$ cat config.mk
export PLATFORM = sky130hd
export DESIGN_NAME = tap_tempo_estimator
export DESIGN_NICKNAME = d
export VERILOG_FILES = /design/src/rtl/tte_pkg.sv /design/src/rtl/tap_tempo_estimator.sv /design/src/rtl/tte_dpath.sv /design/src/rtl/tte_ctrl.sv
export SDC_FILE = /design/constraint.sdc
export NUM_CORES = 1
export LEC_CHECK = 0
export ABC_CLOCK_PERIOD_IN_PS = 8500
export BUFFER_PORTS_ARGS = -buffer_cell sky130_fd_sc_hd__buf_2
export CORE_MARGIN = 2
export CORE_UTILIZATION = 47
export DETAILED_ROUTE_END_ITERATION = 12
export GPL_TIMING_DRIVEN = 0
export PLACE_DENSITY = 0.67
export SETUP_SLACK_MARGIN = 0.4
export SLEW_MARGIN = 20
export SYNTH_ARGS = -nofsm -noshare
export SYNTH_HDL_FRONTEND = slang
export SYNTH_SLANG_ARGS = --single-unit
$ cat constraint.sdc
create_clock -name clk_i -period 8.5 [get_ports clk_i]
set_input_delay 0.425 -clock clk_i [delete_from_list [all_inputs] [get_ports clk_i]]
set_output_delay 0.425 -clock clk_i [all_outputs]
set_load 0.01 [all_outputs]
$ cat src/rtl/tte_pkg.sv
// ----------------------------------------------------------------------------
// tte_pkg: shared types and constants of the tap tempo estimator
// Holds the tempo limits, register indexes, state encoding and the command
// and status bundles that pass between the controller and the datapath.
// ----------------------------------------------------------------------------
`timescale 1ns / 1ps

package tte_pkg;

  // Default history depth in taps.
  localparam int unsigned TAP_DEPTH_DEF = 4;

  // Field widths fixed by the interface.
  localparam int unsigned TIME_W     = 32;
  localparam int unsigned TEMPO_W    = 19;
  localparam int unsigned HELD_W     = 5;
  localparam int unsigned DEBOUNCE_W = 10;
  localparam int unsigned STALE_W    = 16;
  localparam int unsigned CFG_IDX_W  = 8;
  localparam int unsigned CFG_DATA_W = 16;

  // Tempo limits and reset value in milli-BPM.
  localparam logic [TEMPO_W-1:0] TEMPO_MIN   = 19'd30000;
  localparam logic [TEMPO_W-1:0] TEMPO_MAX   = 19'd300000;
  localparam logic [TEMPO_W-1:0] TEMPO_RESET = 19'd120000;

  // Twice 60000000: numerator weight per interval, so that adding the span
  // and dividing by twice the span rounds halves up.
  localparam longint unsigned TEMPO_NUM_K = 64'd120000000;

  // Largest gap between two held taps, set by the stale gap register width.
  localparam longint unsigned MAX_GAP = 64'd65535;

  // Reset values of the configuration registers.
  localparam logic [DEBOUNCE_W-1:0] DEBOUNCE_RESET = 10'd100;
  localparam logic [STALE_W-1:0]    STALE_RESET    = 16'd2000;

  // Configuration register indexes.
  localparam logic [CFG_IDX_W-1:0] CFG_DEBOUNCE = 8'd0;
  localparam logic [CFG_IDX_W-1:0] CFG_STALE    = 8'd1;

  // Controller states.
  typedef enum logic [2:0] {
    ST_IDLE,
    ST_PREP,
    ST_DIV,
    ST_CLAMP,
    ST_DONE
  } tte_state_e;

  // Commands from the controller to the datapath.
  typedef struct packed {
    logic accept;
    logic prep;
    logic div_step;
    logic clamp;
    logic out_load;
  } tte_cmd_t;

  // Status from the datapath to the controller.
  typedef struct packed {
    logic do_div;
    logic div_last;
  } tte_status_t;

endpackage

$ cat src/rtl/tap_tempo_estimator.sv
// ----------------------------------------------------------------------------
// tap_tempo_estimator: tempo estimate from footswitch tap timestamps
// Keeps the last TAP_DEPTH accepted tap times, rejects bounces, restarts
// after a long gap and gives the tempo in milli-BPM after every tap.
// ----------------------------------------------------------------------------
//
//  Channel | Handshake                    | Payload
//  --------+------------------------------+-----------------------------------
//  in      | in_valid_i / in_stall_o      | tap_time_ms_i
//  out     | out_valid_o / out_stall_i    | tempo_milli_bpm_o, tap_accepted_o,
//          |                              | taps_held_o
//  cfg     | cfg_valid_i / cfg_ready_o    | cfg_index_i, cfg_data_i
//
//  A tap that causes a tempo update passes the set-up, divide and clamp
//  states on its way to the result register, the serial divider producing
//  one quotient bit per cycle; a bounce or a tap with no update skips the
//  division. One item is in work at a time; the input stalls meanwhile.
//  A held result stalls the hand-over and so the next item.
//  Reset clears the fill count, sets the tempo to 120 BPM and loads the
//  register defaults; no clearing pass is needed.
// ----------------------------------------------------------------------------
`timescale 1ns / 1ps

module tap_tempo_estimator #(
  parameter int unsigned TAP_DEPTH = tte_pkg::TAP_DEPTH_DEF
) (
  input  logic                           clk_i,
  input  logic                           rst_ni,
  input  logic                           in_valid_i,
  output logic                           in_stall_o,
  input  logic [tte_pkg::TIME_W-1:0]     tap_time_ms_i,
  output logic                           out_valid_o,
  input  logic                           out_stall_i,
  output logic [tte_pkg::TEMPO_W-1:0]    tempo_milli_bpm_o,
  output logic                           tap_accepted_o,
  output logic [tte_pkg::HELD_W-1:0]     taps_held_o,
  input  logic                           cfg_valid_i,
  output logic                           cfg_ready_o,
  input  logic [tte_pkg::CFG_IDX_W-1:0]  cfg_index_i,
  input  logic [tte_pkg::CFG_DATA_W-1:0] cfg_data_i
);
  import tte_pkg::*;

  tte_cmd_t    cmd;
  tte_status_t status;

  // Registers are always writable.
  assign cfg_ready_o = 1'b1;

  tte_ctrl u_ctrl (
    .clk_i       (clk_i),
    .rst_ni      (rst_ni),
    .in_valid_i  (in_valid_i),
    .in_stall_o  (in_stall_o),
    .out_valid_o (out_valid_o),
    .out_stall_i (out_stall_i),
    .status_i    (status),
    .cmd_o       (cmd)
  );

  tte_dpath #(
    .TAP_DEPTH (TAP_DEPTH)
  ) u_dpath (
    .clk_i             (clk_i),
    .rst_ni            (rst_ni),
    .cmd_i             (cmd),
    .status_o          (status),
    .tap_time_ms_i     (tap_time_ms_i),
    .cfg_write_i       (cfg_valid_i && cfg_ready_o),
    .cfg_index_i       (cfg_index_i),
    .cfg_data_i        (cfg_data_i),
    .tempo_milli_bpm_o (tempo_milli_bpm_o),
    .tap_accepted_o    (tap_accepted_o),
    .taps_held_o       (taps_held_o)
  );

endmodule

$ cat src/rtl/tte_dpath.sv
// ----------------------------------------------------------------------------
// tte_dpath: datapath of the tap tempo estimator
// Tap history, fill count, configuration registers, a serial restoring
// divider for the tempo, clamping and the result register.
// ----------------------------------------------------------------------------
`timescale 1ns / 1ps

module tte_dpath #(
  parameter int unsigned TAP_DEPTH = tte_pkg::TAP_DEPTH_DEF
) (
  input  logic                                clk_i,
  input  logic                                rst_ni,
  input  tte_pkg::tte_cmd_t                   cmd_i,
  output tte_pkg::tte_status_t                status_o,
  input  logic [tte_pkg::TIME_W-1:0]          tap_time_ms_i,
  input  logic                                cfg_write_i,
  input  logic [tte_pkg::CFG_IDX_W-1:0]       cfg_index_i,
  input  logic [tte_pkg::CFG_DATA_W-1:0]      cfg_data_i,
  output logic [tte_pkg::TEMPO_W-1:0]         tempo_milli_bpm_o,
  output logic                                tap_accepted_o,
  output logic [tte_pkg::HELD_W-1:0]          taps_held_o
);
  import tte_pkg::*;

  localparam int unsigned FILL_W = $clog2(TAP_DEPTH + 1);
  localparam int unsigned IDX_W  = $clog2(TAP_DEPTH);
  localparam longint unsigned SPAN_MAX = 64'(TAP_DEPTH - 1) * MAX_GAP;
  localparam int unsigned SPAN_W = $clog2(SPAN_MAX + 1);
  localparam int unsigned DEN_W  = SPAN_W + 1;
  localparam int unsigned NUM_W  = $clog2(TEMPO_NUM_K * 64'(TAP_DEPTH - 1) + SPAN_MAX + 1);
  localparam int unsigned CNT_W  = $clog2(NUM_W);

  logic [TIME_W-1:0]     hist_q [TAP_DEPTH];
  logic [TIME_W-1:0]     hist_d [TAP_DEPTH];
  logic [FILL_W-1:0]     fill_q, fill_d;
  logic                  acc_q, acc_d;
  logic [TEMPO_W-1:0]    tempo_q, tempo_d;
  logic [DEBOUNCE_W-1:0] debounce_q;
  logic [STALE_W-1:0]    stale_q;

  logic [NUM_W-1:0]      quo_q, quo_d;
  logic [DEN_W-1:0]      rem_q, rem_d;
  logic [DEN_W-1:0]      den_q, den_d;
  logic [CNT_W-1:0]      cnt_q, cnt_d;

  logic [TEMPO_W-1:0]    out_tempo_q;
  logic                  out_acc_q;
  logic [FILL_W-1:0]     out_fill_q;

  logic [IDX_W-1:0]      newest_idx;
  logic [TIME_W-1:0]     newest;
  logic [TIME_W-1:0]     gap;
  logic                  bounce;
  logic                  stale;
  logic [FILL_W-1:0]     fill_eff;
  logic                  full;
  logic [SPAN_W-1:0]     span;
  logic [DEN_W:0]        rem_sh;
  logic                  rem_ge;
  logic [DEN_W:0]        rem_sub;

  // Newest held tap and its gap to the incoming tap.
  assign newest_idx = IDX_W'(fill_q - FILL_W'(1));
  assign newest     = hist_q[newest_idx];
  assign gap        = tap_time_ms_i - newest;
  assign bounce     = (fill_q != '0) && (gap < TIME_W'(debounce_q));
  assign stale      = (fill_q != '0) && (gap > TIME_W'(stale_q));
  assign fill_eff   = stale ? '0 : fill_q;
  assign full       = (fill_eff == FILL_W'(TAP_DEPTH));

  // Every held gap is at most the stale limit, so the wrapped difference
  // between newest and oldest equals the sum of consecutive gaps.
  assign span = SPAN_W'(newest - hist_q[0]);

  // History update on an accepted tap: shift out the oldest when full.
  always_comb begin
    for (int i = 0; i < TAP_DEPTH; i++) begin
      hist_d[i] = hist_q[i];
    end
    fill_d = fill_q;
    acc_d  = acc_q;
    if (cmd_i.accept) begin
      acc_d = !bounce;
      if (!bounce) begin
        if (full) begin
          for (int i = 0; i < TAP_DEPTH - 1; i++) begin
            hist_d[i] = hist_q[i + 1];
          end
          hist_d[TAP_DEPTH-1] = tap_time_ms_i;
          fill_d = fill_eff;
        end else begin
          for (int i = 0; i < TAP_DEPTH; i++) begin
            if (fill_eff[IDX_W-1:0] == IDX_W'(i)) begin
              hist_d[i] = tap_time_ms_i;
            end
          end
          fill_d = fill_eff + FILL_W'(1);
        end
      end
    end
  end

  // Tempo is recomputed only for a stored tap with a non-zero span.
  assign status_o.do_div   = acc_q && (fill_q >= FILL_W'(2)) && (span != '0);
  assign status_o.div_last = (cnt_q == '0);

  // Restoring divider, one quotient bit per step.
  assign rem_sh  = {rem_q, quo_q[NUM_W-1]};
  assign rem_ge  = (rem_sh >= {1'b0, den_q});
  assign rem_sub = rem_sh - {1'b0, den_q};

  always_comb begin
    quo_d   = quo_q;
    rem_d   = rem_q;
    den_d   = den_q;
    cnt_d   = cnt_q;
    tempo_d = tempo_q;
    if (cmd_i.prep) begin
      quo_d = NUM_W'(TEMPO_NUM_K * 64'(fill_q - FILL_W'(1))) + NUM_W'(span);
      den_d = {span, 1'b0};
      rem_d = '0;
      cnt_d = CNT_W'(NUM_W - 1);
    end else if (cmd_i.div_step) begin
      if (rem_ge) begin
        rem_d = rem_sub[DEN_W-1:0];
        quo_d = {quo_q[NUM_W-2:0], 1'b1};
      end else begin
        rem_d = rem_sh[DEN_W-1:0];
        quo_d = {quo_q[NUM_W-2:0], 1'b0};
      end
      cnt_d = cnt_q - CNT_W'(1);
    end
    // Clamp the quotient into the tempo range.
    if (cmd_i.clamp) begin
      if (quo_q < NUM_W'(TEMPO_MIN)) begin
        tempo_d = TEMPO_MIN;
      end else if (quo_q > NUM_W'(TEMPO_MAX)) begin
        tempo_d = TEMPO_MAX;
      end else begin
        tempo_d = quo_q[TEMPO_W-1:0];
      end
    end
  end

  // Control state: fill count, tempo and configuration.
  always_ff @(posedge clk_i or negedge rst_ni) begin
    if (!rst_ni) begin
      fill_q     <= '0;
      tempo_q    <= TEMPO_RESET;
      debounce_q <= DEBOUNCE_RESET;
      stale_q    <= STALE_RESET;
    end else begin
      fill_q  <= fill_d;
      tempo_q <= tempo_d;
      if (cfg_write_i && (cfg_index_i == CFG_DEBOUNCE)) begin
        debounce_q <= cfg_data_i[DEBOUNCE_W-1:0];
      end
      if (cfg_write_i && (cfg_index_i == CFG_STALE)) begin
        stale_q <= cfg_data_i[STALE_W-1:0];
      end
    end
  end

  // Payload registers: history, divider and result.
  always_ff @(posedge clk_i) begin
    for (int i = 0; i < TAP_DEPTH; i++) begin
      hist_q[i] <= hist_d[i];
    end
    acc_q <= acc_d;
    quo_q <= quo_d;
    rem_q <= rem_d;
    den_q <= den_d;
    cnt_q <= cnt_d;
    if (cmd_i.out_load) begin
      out_tempo_q <= tempo_q;
      out_acc_q   <= acc_q;
      out_fill_q  <= fill_q;
    end
  end

  assign tempo_milli_bpm_o = out_tempo_q;
  assign tap_accepted_o    = out_acc_q;
  assign taps_held_o       = HELD_W'(out_fill_q);

endmodule

$ cat src/rtl/tte_ctrl.sv
// ----------------------------------------------------------------------------
// tte_ctrl: controller of the tap tempo estimator
// Sequences history update, divider set-up, division, clamping and the
// hand-over of the result to the output register.
// ----------------------------------------------------------------------------
`timescale 1ns / 1ps

module tte_ctrl (
  input  logic                 clk_i,
  input  logic                 rst_ni,
  input  logic                 in_valid_i,
  output logic                 in_stall_o,
  output logic                 out_valid_o,
  input  logic                 out_stall_i,
  input  tte_pkg::tte_status_t status_i,
  output tte_pkg::tte_cmd_t    cmd_o
);
  import tte_pkg::*;

  tte_state_e state_q, state_d;
  logic       out_valid_q, out_valid_d;
  logic       out_free;

  // The result register can take a new item once it is empty or drained.
  assign out_free = !out_valid_q || !out_stall_i;

  // Next state.
  always_comb begin
    state_d = state_q;
    case (state_q)
      ST_IDLE: begin
        if (in_valid_i) begin
          state_d = ST_PREP;
        end
      end
      ST_PREP: begin
        state_d = status_i.do_div ? ST_DIV : ST_DONE;
      end
      ST_DIV: begin
        if (status_i.div_last) begin
          state_d = ST_CLAMP;
        end
      end
      ST_CLAMP: begin
        state_d = ST_DONE;
      end
      ST_DONE: begin
        if (out_free) begin
          state_d = ST_IDLE;
        end
      end
      default: begin
        state_d = ST_IDLE;
      end
    endcase
  end

  // Commands to the datapath.
  always_comb begin
    cmd_o = '0;
    case (state_q)
      ST_IDLE:  cmd_o.accept   = in_valid_i;
      ST_PREP:  cmd_o.prep     = 1'b1;
      ST_DIV:   cmd_o.div_step = 1'b1;
      ST_CLAMP: cmd_o.clamp    = 1'b1;
      ST_DONE:  cmd_o.out_load = out_free;
      default:  cmd_o = '0;
    endcase
  end

  // Result valid flag.
  always_comb begin
    out_valid_d = out_valid_q;
    if (cmd_o.out_load) begin
      out_valid_d = 1'b1;
    end else if (!out_stall_i) begin
      out_valid_d = 1'b0;
    end
  end

  always_ff @(posedge clk_i or negedge rst_ni) begin
    if (!rst_ni) begin
      state_q     <= ST_IDLE;
      out_valid_q <= 1'b0;
    end else begin
      state_q     <= state_d;
      out_valid_q <= out_valid_d;
    end
  end

  assign in_stall_o  = (state_q != ST_IDLE);
  assign out_valid_o = out_valid_q;

endmodule

After elaboration in Yosys (flattened, before gate mapping)
Memory sizes are Yosys's and may differ from the RTL's.
Index checks and enable logic that the tools add are counted.

operators by class
  shift-type cells = 0
  mux-type cells = 27
  reduce and logical (&&, ||, !) cells = 20
  bitwise logic cells = 1
  div/mod/pow operators = 0
  multiply operators = 1
  order comparisons = 6
  $add $sub $neg = 8
  equal/unequal tests = 13

operator list
  operator                                              count
  2-to-1 mux 128 bit                                    3
  2-to-1 mux 32 bit                                     4
  multiplier 18 x 64 -> 20 bit, first input constant    1
  2-to-1 mux 29 bit                                     2
  2-to-1 mux 19 bit                                     3
  > comparator 32 x 16 -> 1 bit                         1
  < comparator 32 x 10 -> 1 bit                         1
  subtractor 32 bit                                     1
  adder 29 x 18 -> 29 bit                               1
  > comparator 29 x 19 -> 1 bit, second input constant  1
  < comparator 29 x 15 -> 1 bit, second input constant  1
  greater-or-equal comparator 20 x 19 -> 1 bit          1
  subtractor 19 bit                                     1
  2-to-1 mux 3 bit                                      6
  nonzero test 18 bit                                   1
  subtractor 18 bit                                     1
  case mux 3 bit (5 select lines)                       1
  == test 8 x 1 -> 1 bit, second input constant         1
  logical NOT 8 bit                                     1
  2-to-1 mux 1 bit                                      8
  == test 3 x 2 -> 1 bit, second input constant         2
  == test 3 bit, second input constant                  2
  logical AND 1 bit                                     6
  nonzero test 3 bit                                    2
  other kinds (19)                                      24

storage, ports and cells
  memories kept = 1
  logic and storage cells = 91
  memory bits (writable) = 128
  register bits after elaboration = 147
  bits in latches = 0
  bits in read-only memories = 0

memories
  name            depth  bits a word  rd ports  clocked after Yosys merged registers in  wr ports  RTL line         source
  u_dpath.hist_q  4      32           5         0                                        4         tte_dpath.sv:33  logic [TIME_W-1:0] hist_q [TAP_DEPTH];

Depth between registers and ports, before layout
An unclocked memory read counts as a cell.

  depth in word-level cells = 11
  gate-level depth with buffers = 32
  mapped depth without buffers = 27

Cells and area by module
From an unflattened synthesis, not the netlist that was laid out.

second synthesis, totals
  cell total of the unflattened synthesis = 1,729
  area, all modules = 18,307.6 sq um

by module, submodules not included
  module               times used  area an instance (sq um)  cells each  sequential area each (sq um)
  tte_dpath            1           18,072.3                  1,703       7,677.4
  tte_ctrl             1           224.0                     24          100.1
  tap_tempo_estimator  1           11.3                      2           0.0

Worst setup path after synthesis
Ideal clock, no wire load.

  path kind = reg-to-reg
  from = register u_dpath.fill_q[1] (netlist name)
  to = memory u_dpath.hist_q[1][0] (enable)
  buffers on the path = 6
  data required time = 8.078 ns
  clock period less this slack = 7.822 ns
  setup slack = 0.678 ns
  stages on the path, launching flop included = 30
  data arrival time = 7.400 ns
  cell sequence = dfrtp_1 clkbuf_1 inv_1 ha_1 clkbuf_1 buf_1 mux4_2 inv_1 ha_1 a21oi_1 nand2_1 o211ai_1 a21oi_1 o21a_1 nor2_1 xnor2_1 ha_1 nand4_1 or3_1 o21ai_0 a211oi_1 and2_1 o21ai_0 ha_1 and4_1 buf_6 buf_6 buf_6 nor2_1 nor2_1

RTL lines
  item           RTL line
  end, declared  tte_dpath.sv:33

==> flow_summary.ini <==
[outcome]
outcome = completed

[routing]
drt-wirelength-per-cell_um = 18.9
drc_errors = 0
drt-pass1-iter-count = 7
vias = 13212
wl_mm = 44.3
antenna_left = 0
drtIter0Drc = 834
detail_route.vias_per_cell = 5.64

[sta]
relSlewSlack_pct = 38.6
drv_slew = 0
hold_violations = 0
rsz0062_at_grt = no
worstMarginPinSlew_ns = 0.921
period_minus_slack_ns = 7.63
finalSetupViolations = 0
post-route-period-util_pct = 89.7
fmax_mhz = 131
hold_ws_ns = 0.0405
fin_skew_ns = 0.0133
finalWorstSetupSlack_ns = 0.872

[grt]
grt_max_degree = 53
grt_pass1_vias = 13234
track_usage_pct = 22.7
antenna_found_initial = 4
grt_pass1_wl_mm = 70.0
gr-total-overflow = 0

[setup_path]
crit_slowest_cell = ha_4
cp_max_fo = 15
crit_top_cell = a21oi_1
slowest_delay_ns = 0.43
arrival_ns = 7.96
worst_setup_path_end_kind = flip-flop
worst-endpoint-required_ns = 8.83
cp-start-kind = flip-flop
criticalPathCategory = reg -> reg

[yosys]
synth_ff_type = edfxtp_1
yosysTopAreaCell = edfxtp_1
synthCells = 1676
synthTopCellsByArea = edfxtp_1 (34%), ha_1 (11%), a21o_1 (5.1%)
yosys_warnings = 0
synth_area_per_cell_um2 = 10.6
synth_edf_count = 199
yosysSeqAreaShare_pct = 43.8
ys_async_sr_fraction_pct = 18.9
yosys.cell_types.count = 75
synth.top_cells.by_count = edfxtp_1 (199), nand2_1 (157), ha_1 (153)
synth_top_cell_area_share_pct = 33.6
synth.most_common_cell = edfxtp_1
yosys_register_bits = 275
synth_area_mm2 = 0.0178

[clocking]
clock-sinks = 275
cts_buffers = 31
cts_tree = done
clk_latency_ns = 0.58
clock_path_buffers = 3
clk_pin_slew_worst_paths_ns = 0.06
cts_root_buf = clkbuf_16
htree_levels = 1

[flow_run]
drv_cap = 0

[cells_and_area]
nFillCells = 3295
nets = 2036
area_delta_synth_final_pct = 13.6
drive_gt1_share_pct = 14.1
fin_cells = 2343

[pwr]
power.total_mw = 4.04
ir_drop_mv = 0.154
pwr_density_cell_mw_per_mm2 = 200
power.leakage_nw = 8.90

[floorplan]
dieArea_mm2 = 0.0394
core_area_mm2 = 0.0374
io_pins = 89
row_count = 71
dieHeight_um = 198
initial_core_util_pct = 47.5
die_width_um = 198

[placed_design]
place_inst = 2277
dp_hpwl_mm = 33.8
pre_cts_slack_ns = -1.09
port-buffer-count = 85
place_congestion = 0.942

[hold_path]
hold_class = in -> reg
[cell families after synthesis]
family	Yosys count	synth area share (%)
AO/OA/AOI/OAI	444	16.1
other	2	0.0423
buffers and inverters	203	4.90
flip-flops	275	43.8
adder cells (fa/ha/maj)	169	12.6
multiplexers	75	6.62
AND/OR/NAND/NOR	411	11.2
XOR/XNOR	97	4.78
[per-layer routing]
| metal | part of all wire, % | global-route usage, % |
|---|---|---|
| met1 | 42 | 28.3 |
| met2 | 50 | 40.2 |
| met5 | 0.081 | 0 |
| met3 | 4.6 | 3.58 |
| met4 | 3.4 | 7.66 |
[report_power, final]
group          switching, mW  internal (mW)  total, mW
registers             0.0553           1.60       1.65
logic                  0.646          0.388       1.03
clock network          0.541          0.813       1.35
[timing repair]
item,4_1_cts,5_1_grt
hold buffers,1,0
setup endpoints to repair,236,189
resized for setup,15,12
setup buffers,6,0
pin swaps,4,0
cloned,0,0
endpoints found under the hold margin,36,0
[stage by stage]
step           TNS [ns]  util (%)  cell area [um^2]
6_report              0      53.9             20200
5_1_grt               0      53.9             20200
3_5_place_dp    -155.25      50.8             19000
4_1_cts               0      53.9             20100
3_3_place_gp    -349.67      50.3             18800
2_1_floorplan         0         -             17800
[path summary, 6_finish.rpt]
| kind | slack [ns] | to | start | cells past startpoint |
|---|---|---|---|---|
| worst max-delay path | 0.87 | u_dpath.hist_q[1][28] | u_dpath.fill_q[1] | 34 |
| min in group asynchronous | 0.47 | u_dpath.debounce_q[4] | rst_ni | 2 |
| worst min-delay path | 0.04 | u_dpath.hist_q[3][0] | tap_time_ms_i[0] | 1 |
| max in group asynchronous | 7.54 | u_dpath.fill_q[0] | rst_ni | 2 |
| worst min register to register | 0.45 | u_dpath.tempo_milli_bpm_o[13] | u_dpath.tempo_q[13] | 0 |
| worst max register to register | 0.87 | u_dpath.hist_q[1][28] | u_dpath.fill_q[1] | 34 |
[layout by cell type, fill, tap and decap left out, drive strengths merged, types with 9 or more instances in the layout]
master | synthesis | final
edfxtp | 199 | 199
nand2 | 157 | 157
ha | 153 | 153
inv | 148 | 149
o21ai | 125 | 125
a21o | 120 | 120
buf | 24 | 118
a21oi | 91 | 91
clkbuf | 31 | 84
nor2 | 81 | 81
xnor2 | 62 | 62
nor2b | 43 | 43
dfrtp | 36 | 36
xor2 | 35 | 35
mux4 | 32 | 32
dfxtp | 24 | 24
mux2i | 23 | 23
nand3 | 22 | 22
nor3 | 21 | 21
mux2 | 20 | 20
fa | 16 | 16
dfstp | 16 | 16
nand2b | 13 | 13
o211ai | 13 | 13
or3 | 13 | 13
nand4 | 13 | 13
o21a | 10 | 10
a211oi | 10 | 10
nor4 | 10 | 10
a22o | 9 | 9
[layout make-up]
class                   instances  area (um^2)  area share [%]
well taps                     511          639            3.17
inverters                     148          559            2.77
plain buffers                  55          337            1.67
multi-input cells            1199         9200            45.6
clock inverters                 6         86.3           0.428
clock buffers                  52          946            4.69
diodes                          1         2.50          0.0124
flip-flops and latches        275         7780            38.6
repair buffers                 96          631            3.13
[registers in the layout, indices dropped and copies added (netlist names)]
register                   flops
u_dpath.rem_q                 19
u_dpath.debounce_q            10
u_dpath.tempo_q               19
u_dpath.cnt_q                  5
u_dpath.tap_accepted_o         1
u_dpath.stale_q               16
u_dpath.den_q                 18
u_dpath.quo_q                 29
u_dpath.fill_q                 3
u_ctrl.out_valid_o             1
u_dpath.hist_q               128
u_dpath.out_fill_q             3
u_ctrl.state_q                 3
u_dpath.acc_q                  1
u_dpath.tempo_milli_bpm_o     19
[worst max-delay path, delay by kind of cell, from the launching register on]
| kind | cells | cell delay, ns |
|---|---|---|
| AO/OA/AOI/OAI | 12 | 2.15 |
| XOR/XNOR | 1 | 0.27 |
| adder cells (fa/ha/maj) | 4 | 1.35 |
| buffers and inverters | 10 | 1.94 |
| flip-flops | 1 | 0.41 |
| multiplexers | 1 | 0.38 |
| AND/OR/NAND/NOR | 6 | 0.87 |
(Power assumes the default switching activity.)
